$ cat config.mk
export PLATFORM = sky130hd
export DESIGN_NAME = cascading_prescaled_timer_bank
export DESIGN_NICKNAME = d
export VERILOG_FILES = /design/src/rtl/ptb_pkg.sv /design/src/rtl/ptb_timer.sv /design/src/rtl/cascading_prescaled_timer_bank.sv
export SDC_FILE = /design/constraint.sdc
export NUM_CORES = 1
export LEC_CHECK = 0
export ABC_AREA = 1
export BUFFER_PORTS_ARGS = -buffer_cell sky130_fd_sc_hd__buf_2
export CORE_ASPECT_RATIO = 1.75
export CORE_UTILIZATION = 64
export DETAILED_ROUTE_END_ITERATION = 12
export PLACE_DENSITY = 0.81
export SLEW_MARGIN = 20
export SYNTH_ARGS = -nofsm -noshare
export SYNTH_HDL_FRONTEND = slang
export SYNTH_SLANG_ARGS = --single-unit
export TNS_END_PERCENT = 100
$ cat constraint.sdc
create_clock -name clk -period 5.95 [get_ports clk]
set_clock_uncertainty 0.15 [all_clocks]
set_input_delay 0.2975 -clock clk [delete_from_list [all_inputs] [get_ports clk]]
set_output_delay 0.2975 -clock clk [all_outputs]
set_load 0.02 [all_outputs]
$ cat src/rtl/ptb_pkg.sv
`timescale 1ns / 1ps
`default_nettype none
// ----------------------------------------------------------------------------
// ptb_pkg
// Shared types, codes and constants for the prescaled timer bank.
// ----------------------------------------------------------------------------
package ptb_pkg;

    // Access codes carried by one input beat
    typedef enum logic [1:0] {
        FUNC_TICK  = 2'd0,
        FUNC_WRITE = 2'd1,
        FUNC_READ  = 2'd2,
        FUNC_NOP   = 2'd3
    } func_t;

    // Byte lanes within one timer's register window
    typedef enum logic [1:0] {
        BYTE_LO   = 2'd0,
        BYTE_HI   = 2'd1,
        BYTE_CTRL = 2'd2,
        BYTE_NONE = 2'd3
    } byte_sel_t;

    localparam int DEF_NUM_TIMERS   = 4;
    localparam int DEF_COUNTER_BITS = 16;

    // Timers reachable through the 2-bit timer field of the address
    localparam int ADDR_TIMERS  = 4;
    localparam int SEL_BITS     = 2;
    localparam int PULSE_BITS   = 4;
    localparam int CYCLE_BITS   = 10;

    localparam logic [7:0] CTRL_WRITE_MASK = 8'hC7;
    localparam int CTRL_CASCADE_BIT = 2;
    localparam int CTRL_IRQ_BIT     = 6;
    localparam int CTRL_ENABLE_BIT  = 7;

    localparam logic [1:0] DELAY_START = 2'd2;
    localparam logic [1:0] DELAY_LOAD  = 2'd1;
    localparam logic [1:0] DELAY_IDLE  = 2'd0;

    // Per-timer command for the cycle in which a beat is processed
    typedef struct packed {
        logic      tick;
        logic      wr_en;
        byte_sel_t byte_sel;
        logic [7:0] wdata;
    } tmr_cmd_t;

    // Prescaler mask: count when (cycle & mask) == 0
    function automatic logic [CYCLE_BITS-1:0] presc_mask(input logic [1:0] sel);
        logic [CYCLE_BITS-1:0] m;
        begin
            case (sel)
                2'd0:    m = 10'h000;
                2'd1:    m = 10'h03F;
                2'd2:    m = 10'h0FF;
                2'd3:    m = 10'h3FF;
                default: m = 10'h000;
            endcase
            return m;
        end
    endfunction

endpackage
`default_nettype wire

$ cat src/rtl/ptb_timer.sv
`timescale 1ns / 1ps
`default_nettype none
// ----------------------------------------------------------------------------
// ptb_timer
// One timer channel: reload/control registers, pending-write latch, start
// delay, prescaled self count and cascade ripple input.
// ----------------------------------------------------------------------------
module ptb_timer #(
    parameter int TIMER_IDX    = 0,
    parameter int COUNTER_BITS = ptb_pkg::DEF_COUNTER_BITS
) (
    input  wire logic                            clk,
    input  wire logic                            rst_n,
    input  wire ptb_pkg::tmr_cmd_t               cmd,
    input  wire logic [ptb_pkg::CYCLE_BITS-1:0]  cycle_count,
    input  wire logic                            carry_in,
    output logic      [COUNTER_BITS-1:0]         count,
    output logic      [7:0]                      ctrl,
    output logic                                 irq,
    output logic                                 ovf
);
    import ptb_pkg::*;

    logic [COUNTER_BITS-1:0] cnt_reg, cnt_next;
    logic [COUNTER_BITS-1:0] rel_act_reg, rel_act_next;
    logic [COUNTER_BITS-1:0] rel_wr_reg, rel_wr_next;
    logic [7:0]              ctrl_reg, ctrl_next;
    logic [1:0]              presc_reg, presc_next;
    logic                    casc_reg, casc_next;
    logic                    irq_en_reg, irq_en_next;
    logic                    run_reg, run_next;
    logic                    act_reg, act_next;
    logic [1:0]              delay_reg, delay_next;
    logic                    pend_reg, pend_next;

    always_comb
    begin
        logic [15:0]             rw16;
        logic [7:0]              wd;
        logic [1:0]              d;
        logic [COUNTER_BITS-1:0] c;
        logic [COUNTER_BITS-1:0] sum;
        logic                    self_cnt;
        logic                    ripple;
        logic                    inc;

        cnt_next     = cnt_reg;
        rel_act_next = rel_act_reg;
        rel_wr_next  = rel_wr_reg;
        ctrl_next    = ctrl_reg;
        presc_next   = presc_reg;
        casc_next    = casc_reg;
        irq_en_next  = irq_en_reg;
        run_next     = run_reg;
        act_next     = act_reg;
        delay_next   = delay_reg;
        pend_next    = pend_reg;
        irq          = 1'b0;
        ovf          = 1'b0;

        rw16 = 16'(rel_wr_reg);
        wd   = cmd.wdata;
        d    = 2'd0;
        c    = cnt_reg;
        sum  = '0;
        self_cnt = 1'b0;
        ripple   = 1'b0;
        inc      = 1'b0;

        if (cmd.wr_en) begin
            case (cmd.byte_sel)
                BYTE_LO:
                begin
                    rel_wr_next = COUNTER_BITS'({rw16[15:8], wd});
                    pend_next   = 1'b1;
                end
                BYTE_HI:
                begin
                    rel_wr_next = COUNTER_BITS'({wd, rw16[7:0]});
                    pend_next   = 1'b1;
                end
                BYTE_CTRL:
                begin
                    if (TIMER_IDX == 0) begin
                        wd[CTRL_CASCADE_BIT] = 1'b0;
                    end
                    ctrl_next = wd & CTRL_WRITE_MASK;
                    pend_next = 1'b1;
                end
                default:
                begin
                end
            endcase
        end

        if (cmd.tick) begin
            // pending register writes take effect first
            if (pend_reg) begin
                pend_next   = 1'b0;
                presc_next  = ctrl_reg[1:0];
                casc_next   = ctrl_reg[CTRL_CASCADE_BIT];
                irq_en_next = ctrl_reg[CTRL_IRQ_BIT];
                if (!run_reg && ctrl_reg[CTRL_ENABLE_BIT]) begin
                    delay_next = DELAY_START;
                    run_next   = 1'b1;
                end else if (run_reg && !ctrl_reg[CTRL_ENABLE_BIT]) begin
                    run_next   = 1'b0;
                    act_next   = 1'b0;
                    delay_next = DELAY_IDLE;
                end
                rel_act_next = rel_wr_reg;
            end

            // start delay: load at one, count from zero
            if (delay_next != DELAY_IDLE) begin
                d = delay_next - 2'd1;
                delay_next = d;
                if (d == DELAY_LOAD) begin
                    c = rel_act_next;
                    if (casc_next) begin
                        delay_next = DELAY_IDLE;
                        act_next   = 1'b0;
                    end
                end else begin
                    act_next = 1'b1;
                end
            end

            self_cnt = act_next && !casc_next
                       && ((cycle_count & presc_mask(presc_next)) == '0);
            ripple   = casc_next && run_next && carry_in;
            inc      = self_cnt || ripple;
            sum      = c + COUNTER_BITS'(1);
            if (inc) begin
                if (sum == '0) begin
                    c   = rel_act_next;
                    ovf = 1'b1;
                    irq = irq_en_next;
                end else begin
                    c = sum;
                end
            end
            cnt_next = c;
        end
    end

    always_ff @(posedge clk or negedge rst_n)
    begin
        if (!rst_n) begin
            cnt_reg     <= '0;
            rel_act_reg <= '0;
            rel_wr_reg  <= '0;
            ctrl_reg    <= '0;
            presc_reg   <= '0;
            casc_reg    <= 1'b0;
            irq_en_reg  <= 1'b0;
            run_reg     <= 1'b0;
            act_reg     <= 1'b0;
            delay_reg   <= DELAY_IDLE;
            pend_reg    <= 1'b0;
        end else begin
            cnt_reg     <= cnt_next;
            rel_act_reg <= rel_act_next;
            rel_wr_reg  <= rel_wr_next;
            ctrl_reg    <= ctrl_next;
            presc_reg   <= presc_next;
            casc_reg    <= casc_next;
            irq_en_reg  <= irq_en_next;
            run_reg     <= run_next;
            act_reg     <= act_next;
            delay_reg   <= delay_next;
            pend_reg    <= pend_next;
        end
    end

    assign count = cnt_reg;
    assign ctrl  = ctrl_reg;

endmodule
`default_nettype wire

$ cat src/rtl/cascading_prescaled_timer_bank.sv
`timescale 1ns / 1ps
`default_nettype none
// ----------------------------------------------------------------------------
// cascading_prescaled_timer_bank
// Bank of up-counting timers with prescalers, cascade ripple and IRQ/FIFO
// overflow pulses, driven by tick, byte-write and byte-read beats.
// ----------------------------------------------------------------------------
// One beat is taken every clock while in_stall is low, and each beat yields
// exactly one result beat. A beat waits in the input register until it
// fires; then all of its work (write latch, start delays, prescaled counting
// and the overflow ripple through every timer) is done combinationally and
// lands in the result register: one beat per cycle unless stalled. The
// longest path is the cascade ripple: each timer's overflow gates the count
// enable of the next, chained from timer 0 upward, while the increments and
// zero-detects themselves run side by side. A stalled result does not block
// intake on its own: the input register still takes one beat, and only when
// it is full as well does the input stall. Writes to reload/control bytes
// only take effect at the next tick; a newly enabled timer loads on that tick
// and counts from the one after. Reads return the live counter or control
// byte.
// ----------------------------------------------------------------------------
module cascading_prescaled_timer_bank #(
    parameter int NUM_TIMERS   = ptb_pkg::DEF_NUM_TIMERS,
    parameter int COUNTER_BITS = ptb_pkg::DEF_COUNTER_BITS
) (
    input  wire logic       clk,
    input  wire logic       rst_n,
    // input channel
    input  wire logic       in_valid,
    output logic            in_stall,
    input  wire logic [1:0] func,
    input  wire logic [3:0] addr,
    input  wire logic [7:0] wdata,
    // result channel
    output logic            out_valid,
    input  wire logic       out_stall,
    output logic [7:0]      rdata,
    output logic [3:0]      irq_pulse,
    output logic [3:0]      fifo_tick
);
    import ptb_pkg::*;

    localparam int SHOWN = (NUM_TIMERS < PULSE_BITS) ? NUM_TIMERS : PULSE_BITS;

    // input register
    logic        in_full_reg, in_full_next;
    func_t       func_reg;
    logic [3:0]  addr_reg;
    logic [7:0]  wdata_reg;

    // result register
    logic        out_valid_reg, out_valid_next;
    logic [7:0]  rdata_reg, rdata_next;
    logic [3:0]  irq_reg, irq_next;
    logic [3:0]  fifo_reg, fifo_next;

    logic [CYCLE_BITS-1:0] cycle_reg, cycle_next;

    logic fire;
    logic take;

    logic [SEL_BITS-1:0] sel;
    byte_sel_t           bsel;
    logic [NUM_TIMERS-1:0] hit;
    logic [NUM_TIMERS-1:0] irq_vec;
    logic [NUM_TIMERS-1:0] ovf_vec;
    logic [COUNTER_BITS-1:0] cnt_arr  [NUM_TIMERS];
    logic [7:0]              ctrl_arr [NUM_TIMERS];
    tmr_cmd_t                cmd_arr  [NUM_TIMERS];

    // handshake: the held beat moves on whenever the result register frees up
    assign fire     = in_full_reg && (!out_valid_reg || !out_stall);
    assign in_stall = in_full_reg && !fire;
    assign take     = in_valid && !in_stall;

    assign sel  = addr_reg[3:2];
    assign bsel = byte_sel_t'(addr_reg[1:0]);

    genvar gi;
    generate
        for (gi = 0; gi < NUM_TIMERS; gi++)
        begin : g_tmr
            if (gi < ADDR_TIMERS)
            begin : g_hit
                assign hit[gi] = (sel == SEL_BITS'(gi));
            end
            else
            begin : g_nohit
                assign hit[gi] = 1'b0;
            end

            assign cmd_arr[gi].tick     = fire && (func_reg == FUNC_TICK);
            assign cmd_arr[gi].wr_en    = fire && (func_reg == FUNC_WRITE) && hit[gi];
            assign cmd_arr[gi].byte_sel = bsel;
            assign cmd_arr[gi].wdata    = wdata_reg;

            if (gi == 0)
            begin : g_first
                ptb_timer #(
                    .TIMER_IDX    (gi),
                    .COUNTER_BITS (COUNTER_BITS)
                ) u_timer (
                    .clk         (clk),
                    .rst_n       (rst_n),
                    .cmd         (cmd_arr[gi]),
                    .cycle_count (cycle_reg),
                    .carry_in    (1'b0),
                    .count       (cnt_arr[gi]),
                    .ctrl        (ctrl_arr[gi]),
                    .irq         (irq_vec[gi]),
                    .ovf         (ovf_vec[gi])
                );
            end
            else
            begin : g_next
                // overflow of the timer below ripples in here
                ptb_timer #(
                    .TIMER_IDX    (gi),
                    .COUNTER_BITS (COUNTER_BITS)
                ) u_timer (
                    .clk         (clk),
                    .rst_n       (rst_n),
                    .cmd         (cmd_arr[gi]),
                    .cycle_count (cycle_reg),
                    .carry_in    (ovf_vec[gi-1]),
                    .count       (cnt_arr[gi]),
                    .ctrl        (ctrl_arr[gi]),
                    .irq         (irq_vec[gi]),
                    .ovf         (ovf_vec[gi])
                );
            end
        end
    endgenerate

    // result of the beat being processed
    always_comb
    begin
        logic [15:0] cv16;

        cv16       = '0;
        rdata_next = '0;
        irq_next   = '0;
        fifo_next  = '0;

        if (func_reg == FUNC_READ)
        begin
            for (int i = 0; i < NUM_TIMERS; i++)
            begin
                if (hit[i])
                begin
                    cv16 = 16'(cnt_arr[i]);
                    case (bsel)
                        BYTE_LO:   rdata_next = cv16[7:0];
                        BYTE_HI:   rdata_next = cv16[15:8];
                        BYTE_CTRL: rdata_next = ctrl_arr[i];
                        default:   rdata_next = '0;
                    endcase
                end
            end
        end

        // tick pulses; only the first four timers are reported
        for (int i = 0; i < SHOWN; i++)
        begin
            irq_next[i]  = irq_vec[i];
            fifo_next[i] = ovf_vec[i];
        end
    end

    always_comb
    begin
        in_full_next   = in_full_reg;
        out_valid_next = out_valid_reg;
        cycle_next     = cycle_reg;

        if (fire)
        begin
            in_full_next   = 1'b0;
            out_valid_next = 1'b1;
            if (func_reg == FUNC_TICK)
            begin
                cycle_next = cycle_reg + CYCLE_BITS'(1);
            end
        end
        else if (out_valid_reg && !out_stall)
        begin
            out_valid_next = 1'b0;
        end

        if (take)
        begin
            in_full_next = 1'b1;
        end
    end

    always_ff @(posedge clk or negedge rst_n)
    begin
        if (!rst_n)
        begin
            in_full_reg   <= 1'b0;
            out_valid_reg <= 1'b0;
            cycle_reg     <= '0;
        end
        else
        begin
            in_full_reg   <= in_full_next;
            out_valid_reg <= out_valid_next;
            cycle_reg     <= cycle_next;
        end
    end

    always_ff @(posedge clk)
    begin
        if (take)
        begin
            func_reg  <= func_t'(func);
            addr_reg  <= addr;
            wdata_reg <= wdata;
        end
        if (fire)
        begin
            rdata_reg <= rdata_next;
            irq_reg   <= irq_next;
            fifo_reg  <= fifo_next;
        end
    end

    assign out_valid = out_valid_reg;
    assign rdata     = rdata_reg;
    assign irq_pulse = irq_reg;
    assign fifo_tick = fifo_reg;

    // ------------------------------------------------------------------------
    // checks
    // ------------------------------------------------------------------------
    a_irq_within_fifo : assert property (@(posedge clk) disable iff (!rst_n)
        out_valid_reg |-> ((irq_reg & ~fifo_reg) == '0))
        else $error("irq pulse without matching overflow");

    a_pulse_no_rdata : assert property (@(posedge clk) disable iff (!rst_n)
        (out_valid_reg && (fifo_reg != '0)) |-> (rdata_reg == '0))
        else $error("tick result carries read data");

    a_fire_fills_out : assert property (@(posedge clk) disable iff (!rst_n)
        fire |=> out_valid_reg)
        else $error("processed beat lost from result register");

    a_stall_only_full : assert property (@(posedge clk) disable iff (!rst_n)
        in_stall |-> (in_full_reg && out_valid_reg && out_stall))
        else $error("input stalled with free space");

    a_t0_no_cascade : assert property (@(posedge clk) disable iff (!rst_n)
        !ctrl_arr[0][CTRL_CASCADE_BIT])
        else $error("timer 0 cascade bit set");

endmodule
`default_nettype wire
### Yosys cells after proc, flatten, opt, wreduce, memory -nomap -nowiden

Cells that the tools add are included.

| storage, ports and cells | value |
|---|---|
| register bits | 289 |
| output and inout bits | 18 |
| logic and storage cells | 354 |

| cells by class | value |
|---|---|
| add/subtract/negate cells | 9 |
| eq/ne operators | 23 |
| multiplexer cells | 161 |
| bitwise gates (word level) | 6 |
| reduce and logical (&&, ||, !) cells | 94 |

Operators by type and width:

| kind | number |
|---|---|
| $mux 16 | 24 |
| $pmux 10 s4 | 4 |
| $pmux 8 s3 | 4 |
| $mux 1 | 84 |
| $mux 2 | 36 |
| $add 16x1->16 const B | 4 |
| $logic_not 16->1 | 4 |
| $and 10x10->10 | 4 |
| $logic_not 10->1 | 4 |
| $mux 10 | 4 |
| $reduce_and 3->1 | 13 |
| $logic_and 1x1->1 | 32 |
| $mux 8 | 4 |
| $pmux 16 s2 | 1 |
| $eq 2x2->1 const B | 12 |
| $eq 2x1->1 const B | 11 |
| $logic_not 1->1 | 16 |
| $logic_not 2->1 | 7 |
| $reduce_bool 2->1 | 7 |
| $reduce_and 2->1 | 6 |
| $add 10x1->10 const B | 1 |
| $sub 2x1->2 const B | 4 |
| $logic_or 1x1->1 | 4 |
| $reduce_or 3->1 | 1 |
| $not 1->1 | 2 |

### Logic depth before layout (Yosys ltp)

| logic depth | value |
|---|---|
| depth in word-level cells | 27 |
| gate-level depth with buffers | 36 |

### Hierarchy

A second synthesis with hierarchy kept.

| unflattened totals | value |
|---|---|
| cell total of the unflattened synthesis | 2756 |
| area, all modules | 18940.7 sq um |

By module, submodules not included:

| module | times used | cells each | area an instance (sq um) |
|---|---|---|---|
| ptb_timer at g_tmr[1].g_next.u_timer ... | 3 | 600 | 4082.7 |
| ptb_timer at g_tmr[0].g_first.u_timer | 1 | 595 | 4082.7 |
| cascading_prescaled_timer_bank | 1 | 361 | 2610.0 |

### Worst setup path before layout

Ideal clock, no wire load.

| path | value |
|---|---|
| kind | reg-to-reg |
| start point | register g_tmr[2].g_next.u_timer.pend_reg |
| end point | register irq_reg[3] (netlist: irq_pulse[3]) (data pin) |
| library setup time | 0.136 ns |
| arrival | 3.980 ns |
| slack | 1.685 ns |
| cell stages (with the launch flop) | 32 |
| path buffers | 6 |
| cells stage by stage | dfrtp_1 > buf_6 > buf_6 > buf_6 > clkbuf_1 > nand2_1 > nor2_1 > inv_1 > nand2_1 > nand2_1 > ha_1 > nor2_4 > inv_2 > buf_6 > nand2_1 > o21ai_1 > inv_1 > ha_1 > inv_1 > nor2_2 > nand2_1 > nor2_1 > nand4_1 > xor2_1 > nor2_1 > nand4_2 > nor2_4 > nand3_4 > nand2_4 > buf_6 > nand3_2 > nor2_2 |

| between the ends | value |
|---|---|
| longest elaborated chain between the ends | 15 |
| elaborated cells on any way between the ends | 42 |
| those cells by class | add/sub: 2; eq/ne: 4; mux: 22; bitwise: 1; reduce/logical: 13 |

Ends and longest elaborated chain:

| what | line | source |
|---|---|---|
| from (decl) | ptb_timer.sv:34 | `logic pend_reg, pend_next;` |
| from (signal assigned) | ptb_timer.sv:172 | `pend_reg <= pend_next;` |
| $mux 2 | ptb_timer.sv:98 | `if (pend_reg) begin` |
| $mux 2 | ptb_timer.sv:96 | `if (cmd.tick) begin` |
| $sub 2x1->2 | ptb_timer.sv:116 | `d = delay_next - 2'd1;` |
| $eq 2x1->1 | ptb_timer.sv:118 | `if (d == DELAY_LOAD) begin` |
| $mux 16 or $mux 1 (tied branches) | ptb_timer.sv:118 |  |
| $mux 16 or $mux 1 (tied branches) | ptb_timer.sv:115 | `if (delay_next != DELAY_IDLE) begin` |
| $mux 16 or $mux 1 (tied branches) | ptb_timer.sv:96 |  |
| $add 16x1->16 or $logic_and 1x1->1 (tied branches) | ptb_timer.sv:133, ptb_timer.sv:129 |  |
| $logic_not 16->1 or $logic_and 1x1->1 (tied branches) | ptb_timer.sv:135, ptb_timer.sv:130 |  |
| $mux 1 or $logic_or 1x1->1 (tied branches) | ptb_timer.sv:135, ptb_timer.sv:132 |  |
| $mux 1 * | ptb_timer.sv:134 | `if (inc) begin` |
| $mux 1 * | ptb_timer.sv:96 |  |
| $logic_and 1x1->1 * | ptb_timer.sv:131 | `ripple = casc_next && run_next && carry_in;` |
| $logic_or 1x1->1 * | ptb_timer.sv:132 | `inc = self_cnt \|\| ripple;` |
| $reduce_and 3->1 (no line) * | n/a |  |
| to (signal assigned) | cascading_prescaled_timer_bank.sv:223 | `irq_reg <= irq_next;` |
| to (decl) | cascading_prescaled_timer_bank.sv:54 | `logic [3:0] irq_reg, irq_next;` |

Every way passes the cells marked *; elsewhere a longest branch is shown, timed or not. The select of a mux whose other input is x is not followed.
A chain may end at the register's enable or synchronous reset.

### Worst setup path after layout

| path | value |
|---|---|
| start point | register g_tmr[2].g_next.u_timer.pend_reg |
| end point | register g_tmr[3].g_next.u_timer.cnt_reg[9] |

| between the ends | value |
|---|---|
| longest elaborated chain between the ends | 15 |
| elaborated cells on any way between the ends | 42 |
| those cells by class | add/sub: 2; eq/ne: 4; mux: 23; bitwise: 1; reduce/logical: 12 |

Ends and longest elaborated chain:

| what | line | source |
|---|---|---|
| $mux 2 | ptb_timer.sv:98 |  |
| $mux 2 | ptb_timer.sv:96 |  |
| $sub 2x1->2 | ptb_timer.sv:116 |  |
| $eq 2x1->1 | ptb_timer.sv:118 |  |
| $mux 16 or $mux 1 (tied branches) | ptb_timer.sv:118 |  |
| $mux 16 or $mux 1 (tied branches) | ptb_timer.sv:115 |  |
| $mux 16 or $mux 1 (tied branches) | ptb_timer.sv:96 |  |
| $add 16x1->16 or $logic_and 1x1->1 (tied branches) | ptb_timer.sv:133, ptb_timer.sv:129 |  |
| $logic_not 16->1 or $logic_and 1x1->1 (tied branches) | ptb_timer.sv:135, ptb_timer.sv:130 |  |
| $mux 1 or $logic_or 1x1->1 (tied branches) | ptb_timer.sv:135, ptb_timer.sv:132 |  |
| $mux 1 * | ptb_timer.sv:134 |  |
| $mux 1 * | ptb_timer.sv:96 |  |
| $logic_and 1x1->1 * | ptb_timer.sv:131 |  |
| $logic_or 1x1->1 * | ptb_timer.sv:132 |  |
| $mux 16 * | ptb_timer.sv:134 |  |
| to (signal assigned) | ptb_timer.sv:162 | `cnt_reg <= cnt_next;` |
| to (decl) | ptb_timer.sv:24 | `logic [COUNTER_BITS-1:0] cnt_reg, cnt_next;` |

Marks and branches as above.

==> flow_summary.yaml <==
status:
  outcome: "finished, violations left"
  violations: "design-rule violations"
critical_path:
  crit_arrival_ps: 5610
  worstSetupStartpointType: "flop"
  cp.required_ps: 6250
  slowest_delay_ps: 590
  crit_path_frequent_cell: "nand2_1"
  crit_type: "flop to flop"
  critPathCaptureType: "flop"
  worst-path-max-fanout: 20
  slowest_stage: "dfrtp_1"
logic_synthesis:
  syn_area_um2: 16900
  seq_area_frac_synth_pct: 43.6
  synth-seq-cells: 289
  ys_warn_count: 0
  synth_top_area_share_pct: 38.3
  synth_area_leaders: "dfrtp_1 38%, nand2_1 16%, o21ai_0 8.9%, inv_1 5.9%, edfxtp_1 5.3%"
  postSynthAreaPerCell_um2: 7.31
  syn-num-nets: 2346
  yosys.cell_types.count: 51
  synth_top_area_cell: "dfrtp_1"
  synthCells: 2315
detailed_routing:
  viasPerCell: 5.99
  wl_per_cell_um: 18.9
  drc_errors: 6
  dr_total_vias: 15900
  drt-total-wl_mm: 50.2
  first_pass_iters: 11
  drtIter0Drc: 1474
  antenna_left: 0
final_layout:
  drive_gt1_share_pct: 8.06
  fillers: 2156
  regArea_um2: 7380
  area_delta_synth_final_pct: 8.03
  antennaDiodeCount: 0
  multi_input_area_um2: 7990
  fin_nets: 2343
clocking:
  cts_buffer_depth: 3
  cts.clk_slew.worst_paths_ps: 70
  root_buffer: "clkbuf_16"
  cts_buffers: 28
  cts_tree: "yes"
  htreeDepth: 1
  clk_latency_ps: 570
  clkSinkCount: 289
power_and_ir_drop:
  max-vdd-ir-drop_mv: 0.399
  internal-power_mw: 4.72
  p_per_area_nw_per_um2: 465
  p_sw_mw: 3.78
  power_frac_seq_pct: 33.6
  swShare_pct: 44.5
  pwr-share-clk_pct: 21.7
  power.total_mw: 8.50
  p_leak_nw: 8.41
  combPwrFrac_pct: 44.7
timing:
  drv_slew: 0
  timing.slew.headroom_pct: 27.7
  finalCriticalPeriod_ps: 5310
  finalSetupViolations: 0
  hold_viol_final: 0
  rsz0062_at_grt: "no"
  holdWs_ps: 185
  tns_ps: 0
  max_freq_ghz: 0.188
  worst_slew_pin_slew_ps: 1080
  period_share_pct: 89.3
floorplanning:
  start_util_pct: 65.2
  die_h_um: 217
  dieArea_um2: 27100
  rows: 78
  num_io_pins: 36
  die_x_um: 125
  core_um2: 26000
global_route:
  antenna_found_initial: 0
  grt_overflow: 0
  grt_pass1_wl_mm: 80.6
  grt_max_degree: 222
  grt_pass1_vias: 15500
  grtUsageTotal_pct: 38.2
place:
  port_buffers: 35
  gp_congestion: 0.969
  place_hpwl_mm: 34.9
flow_run:
  drv_cap: 0
hold_path:
  hp-class: "input pin to asynchronous set/reset pin"
[through the flow]
| stage | cell area [µm²] | setup WS [ps] | instances | utilization [%] |
|---|---|---|---|---|
| CTS | 18300 | 768 | 2653 | 70.4 |
| finish | 18300 | 636 | 2653 | 70.4 |
| floorplan | 16900 | 1680 | 2315 | - |
| global route | 18300 | 264 | 2653 | 70.4 |
| global placement | 17200 | 943 | 2584 | 66.1 |
| detailed placement | 17200 | 849 | 2584 | 66.1 |
[cells in the mapped netlist, drive strengths merged]
master and number:
xnor2 6, o211ai 35, nor2 163, xor2 20
inv 278, edfxtp 30, buf 43, a211oi 1
nor4 1, o21bai 5, nor3 17, o2111ai 4
a31oi 26, a221oi 3, a32oi 1, clkinv 2
or2 9, a21boi 3, nand3b 4, o21a 7
o221ai 10, a22o 1, a2111o 1, a41oi 5
o22ai 23, a21oi 18, o21ai 350, clkbuf 60
nand3 138, dfrtp 259, ha 13, o31ai 6
nand2 740, mux2i 2, nand4 31
[placed cells by master, fill, tap and decap left out, types with 5 or more instances in the layout]
cell type	netlist	routed
a21oi_1	18	17
a31oi_1	26	26
a41oi_1	5	5
buf_2	17	34
buf_4	9	15
clkbuf_1	60	7
clkbuf_16	0	29
clkinv_2	0	6
dfrtp_1	259	259
dlygate4sd3_1	0	18
edfxtp_1	30	30
ha_1	13	13
inv_1	268	267
inv_2	10	10
nand2_1	724	724
nand2_2	12	12
nand3_1	134	134
nand4_1	29	29
nor2_1	136	135
nor2_2	17	17
nor2_4	10	11
nor3_1	15	15
o211ai_1	35	35
o21a_1	6	6
o21ai_0	300	300
o21ai_1	33	33
o21ai_2	17	17
o21bai_1	5	5
o221ai_1	10	10
o22ai_1	23	23
o31ai_1	6	6
or2_2	9	9
xnor2_1	6	6
xor2_1	19	19
[routing by layer]
layer | part of all wire (%) | wire length, µm | global-route usage (%)
met5 | 0 | 0 | 0
met1 | 37 | 18700 | 44.8
met4 | 7.7 | 3850 | 26.6
met3 | 6.3 | 3150 | 4.77
met2 | 49 | 24400 | 65.2
[worst paths after layout]
kind	startpoint	end	slack, ps	cells past startpoint
max in group asynchronous	rst_n	g_tmr[3].g_next.u_timer.rel_wr_reg[5]	4190	3
worst max register to register	g_tmr[2].g_next.u_timer.pend_reg	g_tmr[3].g_next.u_timer.count[9]	640	28
min in group clk	wdata[5]	wdata_reg[5]	300	2
worst max-delay path	g_tmr[2].g_next.u_timer.pend_reg	g_tmr[3].g_next.u_timer.count[9]	640	28
worst min register to register	cycle_reg[9]	cycle_reg[9]	330	1
worst min-delay path	rst_n	g_tmr[0].g_first.u_timer.rel_act_reg[6]	180	2
[cell type report]
class,instances,area share [%]
Sequential cell,289,40.4
Clock inverter,12,0.787
Multi-Input combinational cell,1643,43.7
Inverter,280,5.76
Tap cell,320,2.19
Clock buffer,39,4.34
Timing Repair Buffer,70,2.83
[worst max-delay path: cells and delay by family (launching register included)]
kind / cells / cell delay [ps]
xor+xnor: 1 / 280
compound gates: 1 / 140
flops: 1 / 590
fa+ha+maj: 2 / 410
buf+inv: 5 / 670
simple gates: 19 / 2940
[what timing repair did]
action / in CTS / in global routing
hold buffers: 18 / 0
resized for setup: 0 / 0
hold endpoints to repair: 135 / 0
setup buffers: 0 / 0
[kinds of logic after synthesis]
family | share of synthesized area (%)
compound gates | 16.9
mux | 0.118
flops | 43.6
fa+ha+maj | 0.961
xor+xnor | 1.39
buf+inv | 9.22
simple gates | 27.7
[power groups by stage]
stage / Clock [mW] / Combinational (mW) / Sequential (mW)
global placement: 0 / 3.61 / 2.85
floorplan: 0 / 2.78 / 2.81
finish: 1.84 / 3.80 / 2.85
detailed placement: 0 / 3.70 / 2.87
global route: 1.93 / 4.25 / 2.91
CTS: 1.85 / 3.73 / 2.84
Power figures use the tool's default switching activity.
